[src/rtl/segregated_free_list_allocator_core_assert.svh]
// Assertion macros for the allocator core.
// IMPLY checks a same-cycle implication, NEXT checks it in the following cycle.
`ifndef SEGREGATED_FREE_LIST_ALLOCATOR_CORE_ASSERT_SVH
`define SEGREGATED_FREE_LIST_ALLOCATOR_CORE_ASSERT_SVH
`ifndef SYNTHESIS
`define SFLA_ASSERT_IMPLY(lbl, clk, rst_n, ante, cons) \
  lbl: assert property (@(posedge clk) disable iff (!rst_n) (ante) |-> (cons)) \
    else $error("sfla assertion failed");
`define SFLA_ASSERT_NEXT(lbl, clk, rst_n, ante, cons) \
  lbl: assert property (@(posedge clk) disable iff (!rst_n) (ante) |=> (cons)) \
    else $error("sfla assertion failed");
`else
`define SFLA_ASSERT_IMPLY(lbl, clk, rst_n, ante, cons)
`define SFLA_ASSERT_NEXT(lbl, clk, rst_n, ante, cons)
`endif
`endif

[src/rtl/sfla_pkg.sv]
package sfla_pkg;

  // fixed field widths
  localparam int OP_W     = 1;
  localparam int SIZE_W   = 8;
  localparam int ADDR_W   = 10;
  localparam int STATUS_W = 2;
  localparam int CFG_W    = 11;
  localparam int CLASS_W  = 2;

  localparam int NUM_CLASSES     = 4;
  localparam int MIN_CLASS_BYTES = 8;
  localparam int MAX_REQUEST     = 64;
  localparam int LIMIT_RESET     = 1024;

  // parameter defaults
  localparam int HEAP_BYTES_DEF   = 1024;
  localparam int NUM_BLOCKS_DEF   = 8;
  localparam int HEADER_BYTES_DEF = 16;

  localparam logic OP_ALLOC = 1'b0;
  localparam logic OP_FREE  = 1'b1;

  typedef enum logic [STATUS_W-1:0] {
    ST_OK        = 2'd0,
    ST_TOO_LARGE = 2'd1,
    ST_NO_MEM    = 2'd2
  } status_t;

  function automatic int max_i(input int a, input int b);
    return (a > b) ? a : b;
  endfunction

  // header plus payload bytes of one block of class c
  function automatic int full_bytes(input int c, input int hdr);
    return (MIN_CLASS_BYTES << c) + hdr;
  endfunction

  function automatic logic [CLASS_W-1:0] class_of(input logic [SIZE_W-1:0] size);
    logic [CLASS_W-1:0] c;
    if (size <= SIZE_W'(8))       c = 2'd0;
    else if (size <= SIZE_W'(16)) c = 2'd1;
    else if (size <= SIZE_W'(32)) c = 2'd2;
    else                          c = 2'd3;
    return c;
  endfunction

endpackage

[src/rtl/sfla_ram.sv]
module sfla_ram #(
  parameter int WIDTH = 13,
  parameter int DEPTH = 128
) (
  input  logic                     clk,
  input  logic                     wr_en,
  input  logic [$clog2(DEPTH)-1:0] wr_addr,
  input  logic [WIDTH-1:0]         wr_data,
  input  logic [$clog2(DEPTH)-1:0] rd_addr,
  output logic [WIDTH-1:0]         rd_data
);

  logic [WIDTH-1:0] mem [DEPTH];

  always_ff @(posedge clk) begin
    if (wr_en) begin
      mem[wr_addr] <= wr_data;
    end
    rd_data <= mem[rd_addr];
  end

endmodule

[src/rtl/sfla_alu.sv]
// Shared adder with an over-bound compare.
module sfla_alu #(
  parameter int W = 12
) (
  input  logic [W-1:0] a,
  input  logic [W-1:0] b,
  input  logic [W-1:0] bound,
  output logic [W-1:0] sum,
  output logic         over
);

  assign sum  = a + b;
  assign over = (sum > bound);

endmodule

[src/rtl/segregated_free_list_allocator_core.sv]
// An accepted item passes CHECK, POP_RD, POP_WR, RESP (allocate from a non-empty
// list), CHECK, FREE_RD, FREE_WR, RESP (valid free) or CHECK, RESP (oversize, out
// of memory, ignored free); a slab carve first adds CARVE, one header write per block.
// One item at a time, taken again as the result comes out; RESP waits on a stall.
// Reset (synchronous, rst_n low): lists empty, heap_used 0, heap_limit 1024;
// the header RAM is not cleared.
module segregated_free_list_allocator_core #(
  parameter int HEAP_BYTES   = sfla_pkg::HEAP_BYTES_DEF,
  parameter int NUM_BLOCKS   = sfla_pkg::NUM_BLOCKS_DEF,
  parameter int HEADER_BYTES = sfla_pkg::HEADER_BYTES_DEF
) (
  input  logic                          clk,
  input  logic                          rst_n,
  input  logic                          cfg_wr_en,
  input  logic [sfla_pkg::CFG_W-1:0]    cfg_wr_data,
  input  logic                          in_valid,
  output logic                          in_stall,
  input  logic [sfla_pkg::OP_W-1:0]     in_operation,
  input  logic [sfla_pkg::SIZE_W-1:0]   in_request_size,
  input  logic [sfla_pkg::ADDR_W-1:0]   in_block_address,
  output logic                          out_valid,
  input  logic                          out_stall,
  output logic [sfla_pkg::ADDR_W-1:0]   out_payload_address,
  output logic [sfla_pkg::STATUS_W-1:0] out_status
);

`include "segregated_free_list_allocator_core_assert.svh"

  localparam int NC     = sfla_pkg::NUM_CLASSES;
  localparam int CLW    = sfla_pkg::CLASS_W;
  localparam int DEPTH  = HEAP_BYTES / 8;
  localparam int IW     = $clog2(DEPTH);
  localparam int OW     = $clog2(HEAP_BYTES + 1);
  localparam int EW     = CLW + OW;
  localparam int CW     = (NUM_BLOCKS > 1) ? $clog2(NUM_BLOCKS) : 1;
  localparam int FULL0  = sfla_pkg::full_bytes(0, HEADER_BYTES);
  localparam int FULL1  = sfla_pkg::full_bytes(1, HEADER_BYTES);
  localparam int FULL2  = sfla_pkg::full_bytes(2, HEADER_BYTES);
  localparam int FULL3  = sfla_pkg::full_bytes(3, HEADER_BYTES);
  localparam int SW     = sfla_pkg::max_i($clog2(HEAP_BYTES + FULL3 * NUM_BLOCKS + 1),
                                          sfla_pkg::CFG_W);
  localparam int FULL_B [NC] = '{FULL0, FULL1, FULL2, FULL3};
  localparam int SLAB_B [NC] = '{FULL0 * NUM_BLOCKS, FULL1 * NUM_BLOCKS,
                                 FULL2 * NUM_BLOCKS, FULL3 * NUM_BLOCKS};

  typedef enum logic [7:0] {
    ST_IDLE    = 8'b0000_0001,
    ST_CHECK   = 8'b0000_0010,
    ST_CARVE   = 8'b0000_0100,
    ST_POP_RD  = 8'b0000_1000,
    ST_POP_WR  = 8'b0001_0000,
    ST_FREE_RD = 8'b0010_0000,
    ST_FREE_WR = 8'b0100_0000,
    ST_RESP    = 8'b1000_0000
  } state_t;

  // header entry index of a payload offset
  function automatic logic [IW-1:0] hdr_idx(input logic [OW-1:0] p);
    logic [OW-1:0] d;
    d = p - OW'(HEADER_BYTES);
    return d[IW+2:3];
  endfunction

  state_t                           state_r, state_nxt;
  logic [sfla_pkg::OP_W-1:0]        op_r, op_nxt;
  logic [sfla_pkg::SIZE_W-1:0]      size_r, size_nxt;
  logic [SW-1:0]                    addr_r, addr_nxt;
  logic [CLW-1:0]                   cls_r, cls_nxt;
  logic [OW-1:0]                    head_r [NC];
  logic [OW-1:0]                    head_nxt [NC];
  logic [OW-1:0]                    used_r, used_nxt;
  logic [sfla_pkg::CFG_W-1:0]       limit_r;
  logic [OW-1:0]                    p_r, p_nxt;
  logic [CW-1:0]                    cnt_r, cnt_nxt;
  logic [OW-1:0]                    res_addr_r, res_addr_nxt;
  sfla_pkg::status_t                res_status_r, res_status_nxt;
  logic                             out_valid_r, out_valid_nxt;
  logic [sfla_pkg::ADDR_W-1:0]      out_addr_r, out_addr_nxt;
  sfla_pkg::status_t                out_status_r, out_status_nxt;

  logic [SW-1:0]  alu_a, alu_b, alu_bound, alu_sum;
  logic           alu_over;
  logic [SW-1:0]  lim_cfg, lim_eff;
  logic           mem_we;
  logic [IW-1:0]  mem_waddr, mem_raddr;
  logic [EW-1:0]  mem_wdata, mem_rdata;
  logic [CLW-1:0] rd_cls;
  logic [OW-1:0]  rd_next;
  logic [CLW-1:0] c_req;
  logic           carve_last;

  sfla_alu #(.W(SW)) u_alu (
    .a     (alu_a),
    .b     (alu_b),
    .bound (alu_bound),
    .sum   (alu_sum),
    .over  (alu_over)
  );

  sfla_ram #(.WIDTH(EW), .DEPTH(DEPTH)) u_hdr_ram (
    .clk     (clk),
    .wr_en   (mem_we),
    .wr_addr (mem_waddr),
    .wr_data (mem_wdata),
    .rd_addr (mem_raddr),
    .rd_data (mem_rdata)
  );

  assign rd_cls     = mem_rdata[EW-1:OW];
  assign rd_next    = mem_rdata[OW-1:0];
  assign c_req      = sfla_pkg::class_of(size_r);
  assign carve_last = (cnt_r == CW'(NUM_BLOCKS - 1));
  assign lim_cfg    = SW'(limit_r);
  assign lim_eff    = (lim_cfg < SW'(HEAP_BYTES)) ? lim_cfg : SW'(HEAP_BYTES);

  assign in_stall            = (state_r != ST_IDLE);
  assign out_valid           = out_valid_r;
  assign out_payload_address = out_addr_r;
  assign out_status          = out_status_r;

  always_comb begin
    state_nxt      = state_r;
    op_nxt         = op_r;
    size_nxt       = size_r;
    addr_nxt       = addr_r;
    cls_nxt        = cls_r;
    head_nxt       = head_r;
    used_nxt       = used_r;
    p_nxt          = p_r;
    cnt_nxt        = cnt_r;
    res_addr_nxt   = res_addr_r;
    res_status_nxt = res_status_r;
    out_addr_nxt   = out_addr_r;
    out_status_nxt = out_status_r;
    out_valid_nxt  = out_valid_r && out_stall;
    alu_a          = '0;
    alu_b          = '0;
    alu_bound      = '0;
    mem_we         = 1'b0;
    mem_waddr      = hdr_idx(p_r);
    mem_wdata      = '0;
    mem_raddr      = hdr_idx(addr_r[OW-1:0]);

    case (state_r)
      ST_IDLE: begin
        if (in_valid) begin
          op_nxt    = in_operation;
          size_nxt  = in_request_size;
          addr_nxt  = SW'(in_block_address);
          state_nxt = ST_CHECK;
        end
      end
      ST_CHECK: begin
        res_addr_nxt   = '0;
        res_status_nxt = sfla_pkg::ST_OK;
        if (op_r == sfla_pkg::OP_ALLOC) begin
          cls_nxt = c_req;
          if (size_r > sfla_pkg::SIZE_W'(sfla_pkg::MAX_REQUEST)) begin
            res_status_nxt = sfla_pkg::ST_TOO_LARGE;
            state_nxt      = ST_RESP;
          end else if (head_r[c_req] == '0) begin
            // empty list: does a fresh slab fit under the limit?
            alu_a     = SW'(used_r);
            alu_b     = SW'(SLAB_B[c_req]);
            alu_bound = lim_eff;
            if (alu_over) begin
              res_status_nxt = sfla_pkg::ST_NO_MEM;
              state_nxt      = ST_RESP;
            end else begin
              p_nxt           = used_r + OW'(HEADER_BYTES);
              head_nxt[c_req] = used_r + OW'(HEADER_BYTES);
              used_nxt        = alu_sum[OW-1:0];
              cnt_nxt         = '0;
              state_nxt       = ST_CARVE;
            end
          end else begin
            state_nxt = ST_POP_RD;
          end
        end else begin
          // free is valid when HEADER_BYTES <= addr < heap_used
          alu_a     = addr_r;
          alu_b     = SW'(1);
          alu_bound = SW'(used_r);
          if (addr_r >= SW'(HEADER_BYTES) && !alu_over) begin
            state_nxt = ST_FREE_RD;
          end else begin
            state_nxt = ST_RESP;
          end
        end
      end
      ST_CARVE: begin
        alu_a     = SW'(p_r);
        alu_b     = SW'(FULL_B[cls_r]);
        mem_we    = 1'b1;
        mem_waddr = hdr_idx(p_r);
        mem_wdata = {cls_r, carve_last ? {OW{1'b0}} : alu_sum[OW-1:0]};
        p_nxt     = alu_sum[OW-1:0];
        if (carve_last) begin
          cnt_nxt   = '0;
          state_nxt = ST_POP_RD;
        end else begin
          cnt_nxt = cnt_r + CW'(1);
        end
      end
      ST_POP_RD: begin
        mem_raddr = hdr_idx(head_r[cls_r]);
        state_nxt = ST_POP_WR;
      end
      ST_POP_WR: begin
        mem_we          = 1'b1;
        mem_waddr       = hdr_idx(head_r[cls_r]);
        mem_wdata       = {rd_cls, {OW{1'b0}}};
        head_nxt[cls_r] = rd_next;
        res_addr_nxt    = head_r[cls_r];
        state_nxt       = ST_RESP;
      end
      ST_FREE_RD: begin
        state_nxt = ST_FREE_WR;
      end
      ST_FREE_WR: begin
        mem_we           = 1'b1;
        mem_waddr        = hdr_idx(addr_r[OW-1:0]);
        mem_wdata        = {rd_cls, head_r[rd_cls]};
        head_nxt[rd_cls] = addr_r[OW-1:0];
        state_nxt        = ST_RESP;
      end
      ST_RESP: begin
        if (!out_valid_r || !out_stall) begin
          out_valid_nxt  = 1'b1;
          out_addr_nxt   = sfla_pkg::ADDR_W'(res_addr_r);
          out_status_nxt = res_status_r;
          state_nxt      = ST_IDLE;
        end
      end
      default: begin
        state_nxt = ST_IDLE;
      end
    endcase
  end

  always_ff @(posedge clk) begin
    if (!rst_n) begin
      state_r     <= ST_IDLE;
      head_r      <= '{default: '0};
      used_r      <= '0;
      limit_r     <= sfla_pkg::CFG_W'(sfla_pkg::LIMIT_RESET);
      cnt_r       <= '0;
      out_valid_r <= 1'b0;
    end else begin
      state_r     <= state_nxt;
      head_r      <= head_nxt;
      used_r      <= used_nxt;
      cnt_r       <= cnt_nxt;
      out_valid_r <= out_valid_nxt;
      if (cfg_wr_en) begin
        limit_r <= cfg_wr_data;
      end
    end
  end

  always_ff @(posedge clk) begin
    op_r         <= op_nxt;
    size_r       <= size_nxt;
    addr_r       <= addr_nxt;
    cls_r        <= cls_nxt;
    p_r          <= p_nxt;
    res_addr_r   <= res_addr_nxt;
    res_status_r <= res_status_nxt;
    out_addr_r   <= out_addr_nxt;
    out_status_r <= out_status_nxt;
  end

  `SFLA_ASSERT_IMPLY(a_used_in_heap, clk, rst_n, 1'b1, used_r <= OW'(HEAP_BYTES))
  `SFLA_ASSERT_NEXT(a_accept_to_check, clk, rst_n, in_valid && !in_stall, state_r == ST_CHECK)
  `SFLA_ASSERT_IMPLY(a_err_zero_addr, clk, rst_n, out_valid && out_status != sfla_pkg::ST_OK, out_payload_address == '0)
  `SFLA_ASSERT_IMPLY(a_cnt_idle, clk, rst_n, state_r != ST_CARVE, cnt_r == '0)

endmodule

[config.mk]
export PLATFORM = sky130hd
export DESIGN_NAME = segregated_free_list_allocator_core
export DESIGN_NICKNAME = d
export VERILOG_FILES = /design/src/rtl/sfla_pkg.sv /design/src/rtl/sfla_ram.sv /design/src/rtl/sfla_alu.sv /design/src/rtl/segregated_free_list_allocator_core.sv
export VERILOG_INCLUDE_DIRS = /design/src /design/src/rtl
export SDC_FILE = /design/constraint.sdc
export NUM_CORES = 2
export LEC_CHECK = 0
export BUFFER_PORTS_ARGS = -buffer_cell sky130_fd_sc_hd__buf_2
export CAP_MARGIN = 15
export CORE_MARGIN = 2
export CORE_UTILIZATION = 45
export CTS_BUF_LIST = sky130_fd_sc_hd__clkbuf_4 sky130_fd_sc_hd__clkbuf_8
export DETAILED_ROUTE_END_ITERATION = 8
export HOLD_SLACK_MARGIN = 0.03
export SYNTH_ARGS = -nofsm -noshare
export SYNTH_HDL_FRONTEND = slang
export SYNTH_SLANG_ARGS = --single-unit
export TNS_END_PERCENT = 50
[constraint.sdc]
create_clock -name clk -period 11.5 [get_ports clk]
set_clock_uncertainty 0.2 [all_clocks]
set_input_delay 0.575 -clock clk [delete_from_list [all_inputs] [get_ports clk]]
set_output_delay 0.575 -clock clk [all_outputs]
set_load 0.01 [all_outputs]
Yosys cells after proc, flatten, opt, wreduce, memory -nomap -nowiden

Memory sizes are Yosys's and may differ from the RTL's. A register that Yosys moved wholly into a read port is not among the register bits.
Cells that the tools add are included.
Widths: inputs -> output; s select.

$add $sub $neg: 6
Multipliers: 0
Div/mod/pow operators: 0
Magnitude comparators: 13
Equal/unequal tests: 17
Shift-type cells: 0
Mux-type cells: 78
Bitwise operators: 7
Reduce and logical (&&, ||, !) cells: 23

Operator list:

| kind                  | count |
|---|---|
| $mux 11               | 27 |
| $mux 44               | 4 |
| $bwmux 44             | 3 |
| $pmux 44 s3           | 1 |
| $bmux 32 s2           | 2 |
| $bmux 11 s2           | 3 |
| $demux 11 s2          | 3 |
| $pmux 11 s2           | 3 |
| $mux 8                | 8 |
| $pmux 8 s7            | 1 |
| $pmux 13 s3           | 1 |
| $sub 10x5->10 const B | 3 |
| $mux 10               | 2 |
| $pmux 10 s2           | 1 |
| $mux 3                | 5 |
| $reduce_and 5->1      | 3 |
| $ne 2x2->1 const B    | 7 |
| $pmux 7 s2            | 1 |
| $add 11x11->11        | 1 |
| $add 11x5->11 const B | 1 |
| $gt 11x11->1          | 1 |
| $logic_not 11->1      | 1 |
| $lt 11x11->1 const B  | 1 |
| $ge 10x5->1 const B   | 1 |
| 32 further kinds      | 60 |

Register bits after elaboration: 134
Latch bits: 0
Memory bits (writable): 1664
Bits in read-only memories: 0
Input bits: 35
Output and inout bits: 14
Word-level logic and storage cells: 164
Memories: 1

Memory list:

| memory        | depth | width | rd ports | clocked after memory_dff | wr ports | RTL line       | source |
|---|---|---|---|---|---|---|---|
| u_hdr_ram.mem | 128   | 13    | 1        | 1                        | 1        | sfla_ram.sv:13 | `logic [WIDTH-1:0] mem [DEPTH];` |

Longest topological paths before layout

Word-level depth: 20
Depth in mapped cells: 30
Gate-level depth less buffers: 26

Modules after synthesis

From an unflattened synthesis, not the netlist that was laid out.

Cell total of the unflattened synthesis: 3577
Area, all modules: 73548.0 um^2

By module, submodules not included:

| module                              | times used | cells each | area an instance (um^2) | sequential area each (um^2) |
|---|---|---|---|---|
| sfla_ram                            | 1          | 2542       | 63952.6                 | 50228.2 |
| segregated_free_list_allocator_core | 1          | 940        | 8889.8                  | 3243.1 |
| sfla_alu                            | 1          | 95         | 705.7                   | 0.0 |

Least setup slack after synthesis

No wires, ideal clock.

Path type: register to register
Start point: register size_r[0] in the netlist's numbering
End point: memory u_hdr_ram.mem[0][8] (data pin)
Setup time: 1.197 ns
Arrival time: 8.642 ns
Required time: 10.103 ns
Path slack: 1.461 ns
Cell stages (with the launch flop): 17
Path buffers: 1
Period minus slack after synthesis: 10.039 ns
Cell sequence: edfxtp_1 -> or4_4 -> mux2i_4 -> a22o_1 -> o22ai_2 -> nor2_1 -> clkbuf_1 -> a222oi_1 -> inv_1 -> ha_1 -> ha_1 -> a211o_1 -> a21oi_1 -> or2_2 -> o21a_1 -> o211a_1 -> o21ai_0

Longest elaborated chain between the ends: 16
Elaborated cells on any way between the ends: 26
Classes of those cells: add/sub: 1; order compare: 4; mux: 19; bitwise: 1; reduce/logical: 1

Ends and longest elaborated chain:

| item                                        | RTL line                                                                               | source |
|---|---|---|
| start, declared                             | segregated_free_list_allocator_core.sv:66                                              | `logic [sfla_pkg::SIZE_W-1:0] size_r, size_nxt;` |
| start signal, assigned                      | segregated_free_list_allocator_core.sv:263                                             | `size_r <= size_nxt;` |
| $le 8x6->1                                  | sfla_pkg.sv:43                                                                         | `else if (size <= SIZE_W'(32)) c = 2'd2;` |
| $mux 1                                      | sfla_pkg.sv:43                                                                         |  |
| $mux 2                                      | sfla_pkg.sv:42                                                                         | `else if (size <= SIZE_W'(16)) c = 2'd1;` |
| $mux 2                                      | sfla_pkg.sv:41                                                                         | `if (size <= SIZE_W'(8)) c = 2'd0;` |
| $not 2->3 (implied by the code)             | segregated_free_list_allocator_core.sv:161, segregated_free_list_allocator_core.sv:164 |  |
| $bmux 11 s2                                 | segregated_free_list_allocator_core.sv:161                                             | `end else if (head_r[c_req] == '0) begin` |
| $mux 11 (implied by the code) (2 in series) | segregated_free_list_allocator_core.sv:161                                             |  |
| $logic_not 11->1                            | segregated_free_list_allocator_core.sv:161                                             |  |
| $mux 11                                     | segregated_free_list_allocator_core.sv:161                                             |  |
| $mux 11                                     | segregated_free_list_allocator_core.sv:158                                             | `if (size_r > sfla_pkg::SIZE_W'(sfla_pkg::MAX_REQUEST)) begin` |
| $mux 11                                     | segregated_free_list_allocator_core.sv:156                                             | `if (op_r == sfla_pkg::OP_ALLOC) begin` |
| $pmux 11 s2                                 | segregated_free_list_allocator_core.sv:144                                             | `case (state_r)` |
| $add 11x11->11 (*)                          | sfla_alu.sv:12                                                                         | `assign sum = a + b;` |
| $mux 11 (*)                                 | segregated_free_list_allocator_core.sv:196                                             | `mem_wdata = {cls_r, carve_last ? {OW{1'b0}} : alu_sum[OW-1:0]};` |
| $pmux 13 s3 (*)                             | segregated_free_list_allocator_core.sv:144                                             |  |
| named net mem_wdata[8]                      | segregated_free_list_allocator_core.sv:86                                              | `logic [EW-1:0] mem_wdata, mem_rdata;` |
| end, declared                               | sfla_ram.sv:13                                                                         |  |

The timed path passes the listed nets; every way through them passes the cells marked *. The select of a mux whose other input is x is not followed.

Worst setup path in the final report

Start point: register size_r[1] in the netlist's numbering
End point: register p_r[9], enable pin

Longest elaborated chain between the ends: 17
Elaborated cells on any way between the ends: 33
Classes of those cells: add/sub: 1; order compare: 5; eq/ne: 3; mux: 21; bitwise: 1; reduce/logical: 2

Ends and longest elaborated chain:

| item                                        | RTL line                                                                               | source |
|---|---|---|
| $le 8x6->1                                  | sfla_pkg.sv:43                                                                         |  |
| $mux 1                                      | sfla_pkg.sv:43                                                                         |  |
| $mux 2                                      | sfla_pkg.sv:42                                                                         |  |
| $mux 2                                      | sfla_pkg.sv:41                                                                         |  |
| $not 2->3 (implied by the code)             | segregated_free_list_allocator_core.sv:161, segregated_free_list_allocator_core.sv:164 |  |
| $bmux 11 s2                                 | segregated_free_list_allocator_core.sv:161                                             |  |
| $mux 11 (implied by the code) (2 in series) | segregated_free_list_allocator_core.sv:161                                             |  |
| $logic_not 11->1                            | segregated_free_list_allocator_core.sv:161                                             |  |
| $mux 11                                     | segregated_free_list_allocator_core.sv:161                                             |  |
| $mux 11                                     | segregated_free_list_allocator_core.sv:158                                             |  |
| $mux 11                                     | segregated_free_list_allocator_core.sv:156                                             |  |
| $pmux 11 s2                                 | segregated_free_list_allocator_core.sv:144                                             |  |
| $add 11x11->11 (*)                          | sfla_alu.sv:12                                                                         |  |
| named net alu_sum[10]                       | segregated_free_list_allocator_core.sv:81                                              | `logic [SW-1:0] alu_a, alu_b, alu_bound, alu_sum;` |
| $gt 11x11->1 (*)                            | sfla_alu.sv:13                                                                         | `assign over = (sum > bound);` |
| $ne 2x2->1 (no line) (*)                    | -                                                                                      |  |
| $reduce_and 5->1 (no line) (*)              | -                                                                                      |  |
| end signal, assigned                        | segregated_free_list_allocator_core.sv:266                                             | `p_r <= p_nxt;` |
| end, declared                               | segregated_free_list_allocator_core.sv:73                                              | `logic [OW-1:0] p_r, p_nxt;` |

Marks and branches as above.
A chain may end at the register's enable or synchronous reset.

==> impl_metrics.json <==
{
  "row_count": 151,
  "layout-drive-gt1-share_pct": 12.6,
  "multi_input_area_mm2": 0.0213,
  "crit_cells": 27,
  "rr_worst_depth": 27,
  "coreArea_mm2": 0.169,
  "remaining_drc_errors": 12,
  "grt_pass1_wl_mm": 321,
  "power_switching_mw": 4.48,
  "intPower_mw": 11.2,
  "p_per_area_mw_per_mm2": 182,
  "drtAntennaViolNets": 0,
  "pwr-share-clk_pct": 37.0,
  "arrival_ns": 7.85,
  "syn_nets": 6205,
  "dpl.hpwl_mm": 120,
  "firstDrtPassIters": 9,
  "utilization_pct": 51.1,
  "reg2reg_slack_ns": 4.13,
  "synth_edf_count": 1720,
  "via_per_inst": 5.90,
  "cts_root_buffer": "clkbuf_8",
  "insertion_delay_ns": 1.08,
  "port_buffers": 48,
  "cp-end-kind": "register",
  "die_w_um": 416,
  "combPwrFrac_pct": 16.7,
  "path_max_fanout": 19,
  "syn_inst": 6138,
  "period_needed_ns": 7.37,
  "layout_worst_path_cycle_share_pct": 64.1,
  "pwr-share-seq_pct": 46.3,
  "peakVddDrop_uv": 125,
  "cts_tree": "done",
  "preCtsSetupSlack_ns": 4.27,
  "seqCellArea_mm2": 0.0535,
  "hold_path.class": "input pin to register",
  "power.switching_fraction_pct": 28.5,
  "synth_cell_type_count": 91,
  "netlist_area_mm2": 0.0764,
  "cts.clk_slew.worst_paths_ns": 0.07,
  "slowest_stage": "o31ai_1",
  "crit_type": "register to register",
  "wl_per_cell_um": 24.9,
  "drv_slew": 0,
  "max_stage_delay_ns": 0.52,
  "slew_headroom_pct": 13.8,
  "die_h_um": 416,
  "start_util_pct": 45.2,
  "finalSetupViolations": 0,
  "yosysSeqAreaShare_pct": 70.0,
  "cts_setup_buffers": 0,
  "violations": "DRC",
  "clockBufferDepth": 4,
  "detail_route.iter0.violations": 5639,
  "io_pins": 49,
  "fmax_mhz": 136,
  "antenna_found_initial": 6,
  "synth-seq-cells": 1811,
  "overflow": 0,
  "grt_pass1_vias": 49267,
  "status": "finished with violations",
  "final_nets": 6371,
  "critical_path_buf_inv_count": 4,
  "routed_wl_mm": 218,
  "grt_max_degree": 154,
  "yosys_warnings": 0,
  "die-area_mm2": 0.173,
  "cts-htree-levels": 5,
  "nFillCells": 14481,
  "routabilityCongestion": 0.897,
  "p_leak_nw": 29.9,
  "cts_resized": 0,
  "hold_violations": 0,
  "cts_sinks": 1811,
  "setup_tns_ns": 0,
  "area_delta_synth_final_pct": 13.0,
  "synthArstFlopShare_pct": 0,
  "hold-path-endpoint": "addr_r[3]",
  "whs_path_depth": 2,
  "final.setup.worst_slack_ns": 4.13,
  "rr_startpoint": "size_r[1]",
  "grt.total_usage_pct": 24.6,
  "grt_setup_unrepaired": "false",
  "hold_buffers": 72,
  "path_delay_family": "compound AO/OA/AOI/OAI gates",
  "hold_start": "in_block_address[3]",
  "cts_buffers": 315,
  "layout_commonest_cell": "nand2_1",
  "tightest_slew_ns": 1.29,
  "syn_area_per_cell_um2": 12.4,
  "maxCapViolCount": 0,
  "worst_setup_path_start_kind": "register",
  "num_vias": 51543,
  "p_total_mw": 15.7,
  "r2r_end": "p_r[9]",
  "ys.flop_type": "edfxtp_1",
  "layout_common_cells": "nand2_1, edfxtp_1, nand3_1",
  "worstPathRequired_ns": 11.98
}
==> per-stage QoR <==
stage,std cells,instance area [um2],hold slack [ns]
finish,8741,86300,0.125
global route,8740,86300,0.0771
CTS,8734,86200,0.0402
detailed placement,8129,79400,0.209
global placement,8128,79400,0.205
floorplan,6138,76400,0.200
==> power by group through the flow <==
| stage | Clock, mW | Sequential [mW] | Combinational (mW) |
|---|---|---|---|
| after floorplan | 0 | 7.33 | 1.68 |
| after global placement | 0 | 7.39 | 2.56 |
| after detailed placement | 0 | 7.39 | 2.58 |
| after CTS | 5.90 | 7.25 | 2.61 |
| after global routing | 6.18 | 7.26 | 2.82 |
| final | 5.81 | 7.26 | 2.63 |
==> routing by layer <==
| metal | share of wire, % | wire length [um] | GRT usage [%] |
|---|---|---|---|
| met5 | 0 | 0 | 0 |
| met4 | 3.6 | 7790 | 9.56 |
| met3 | 7.4 | 16100 | 4.56 |
| met2 | 47 | 101000 | 38.4 |
| met1 | 42 | 92300 | 34.3 |
==> Yosys cell counts, drive strengths merged (10+ instances only) <==
master	number	area (um2)
buf	66	327
mux2i	149	1500
inv	37	139
and2	15	93.8
a311o	52	521
a21o	19	143
edfxtp	1720	51600
nor2	185	697
dfxtp	91	1820
nor3	21	105
nand3	380	1910
xor2	10	87.6
nor4	10	68.8
ha	32	400
o21a	11	113
a211oi	83	628
clkbuf	388	1460
mux4	21	473
o221ai	39	342
a21oi	46	234
o21ai	81	405
nand2	1865	7000
a31oi	94	588
a311oi	299	2620
a22oi	11	82.6
nor2b	23	144
xnor2	18	158
and3	240	1500
==> state kept, by name (all words and copies together), names as in the netlist, named ones only <==
signal               flops
out_payload_address     10
cnt_r                    3
op_r                     1
addr_r                  10
lim_cfg                 11
cls_r                    2
out_status               2
out_valid                1
p_r                     11
res_addr_r              10
res_status_r             2
state_r                  8
u_hdr_ram.rd_data       13
used_r                  11
size_r                   8
u_hdr_ram.mem         1664
==> cells by family after synthesis <==
| group | synth area share, % |
|---|---|
| AND/OR/NAND/NOR | 15.6 |
| AO/OA/AOI/OAI | 8.36 |
| flip-flops | 70.0 |
| multiplexers | 2.65 |
| adder cells (fa/ha/maj) | 0.524 |
| buffers and inverters | 2.52 |
| XOR/XNOR | 0.321 |
==> worst max path at each step <==
stage                          from             endpoint  slack (ns)
after CTS                 size_r[0]               p_r[9]        4.22
final                     size_r[1]               p_r[9]        4.13
after global routing      size_r[0]             cnt_r[1]        3.57
after detailed placement  size_r[0]               p_r[4]        4.27
after global placement    size_r[0]               p_r[0]        4.31
after floorplan           size_r[0]  u_hdr_ram.mem[0][8]        1.46
==> layout make-up <==
class	count	share of cell area [%]
diodes	3	0.00870
multi-input cells	3836	24.7
repair buffers	303	2.89
clock inverters	86	0.731
flip-flops and latches	1811	62.0
clock buffers	447	6.31
well taps	2218	3.22
inverters	37	0.161
Note: power is estimated with default switching activity, not from simulation.
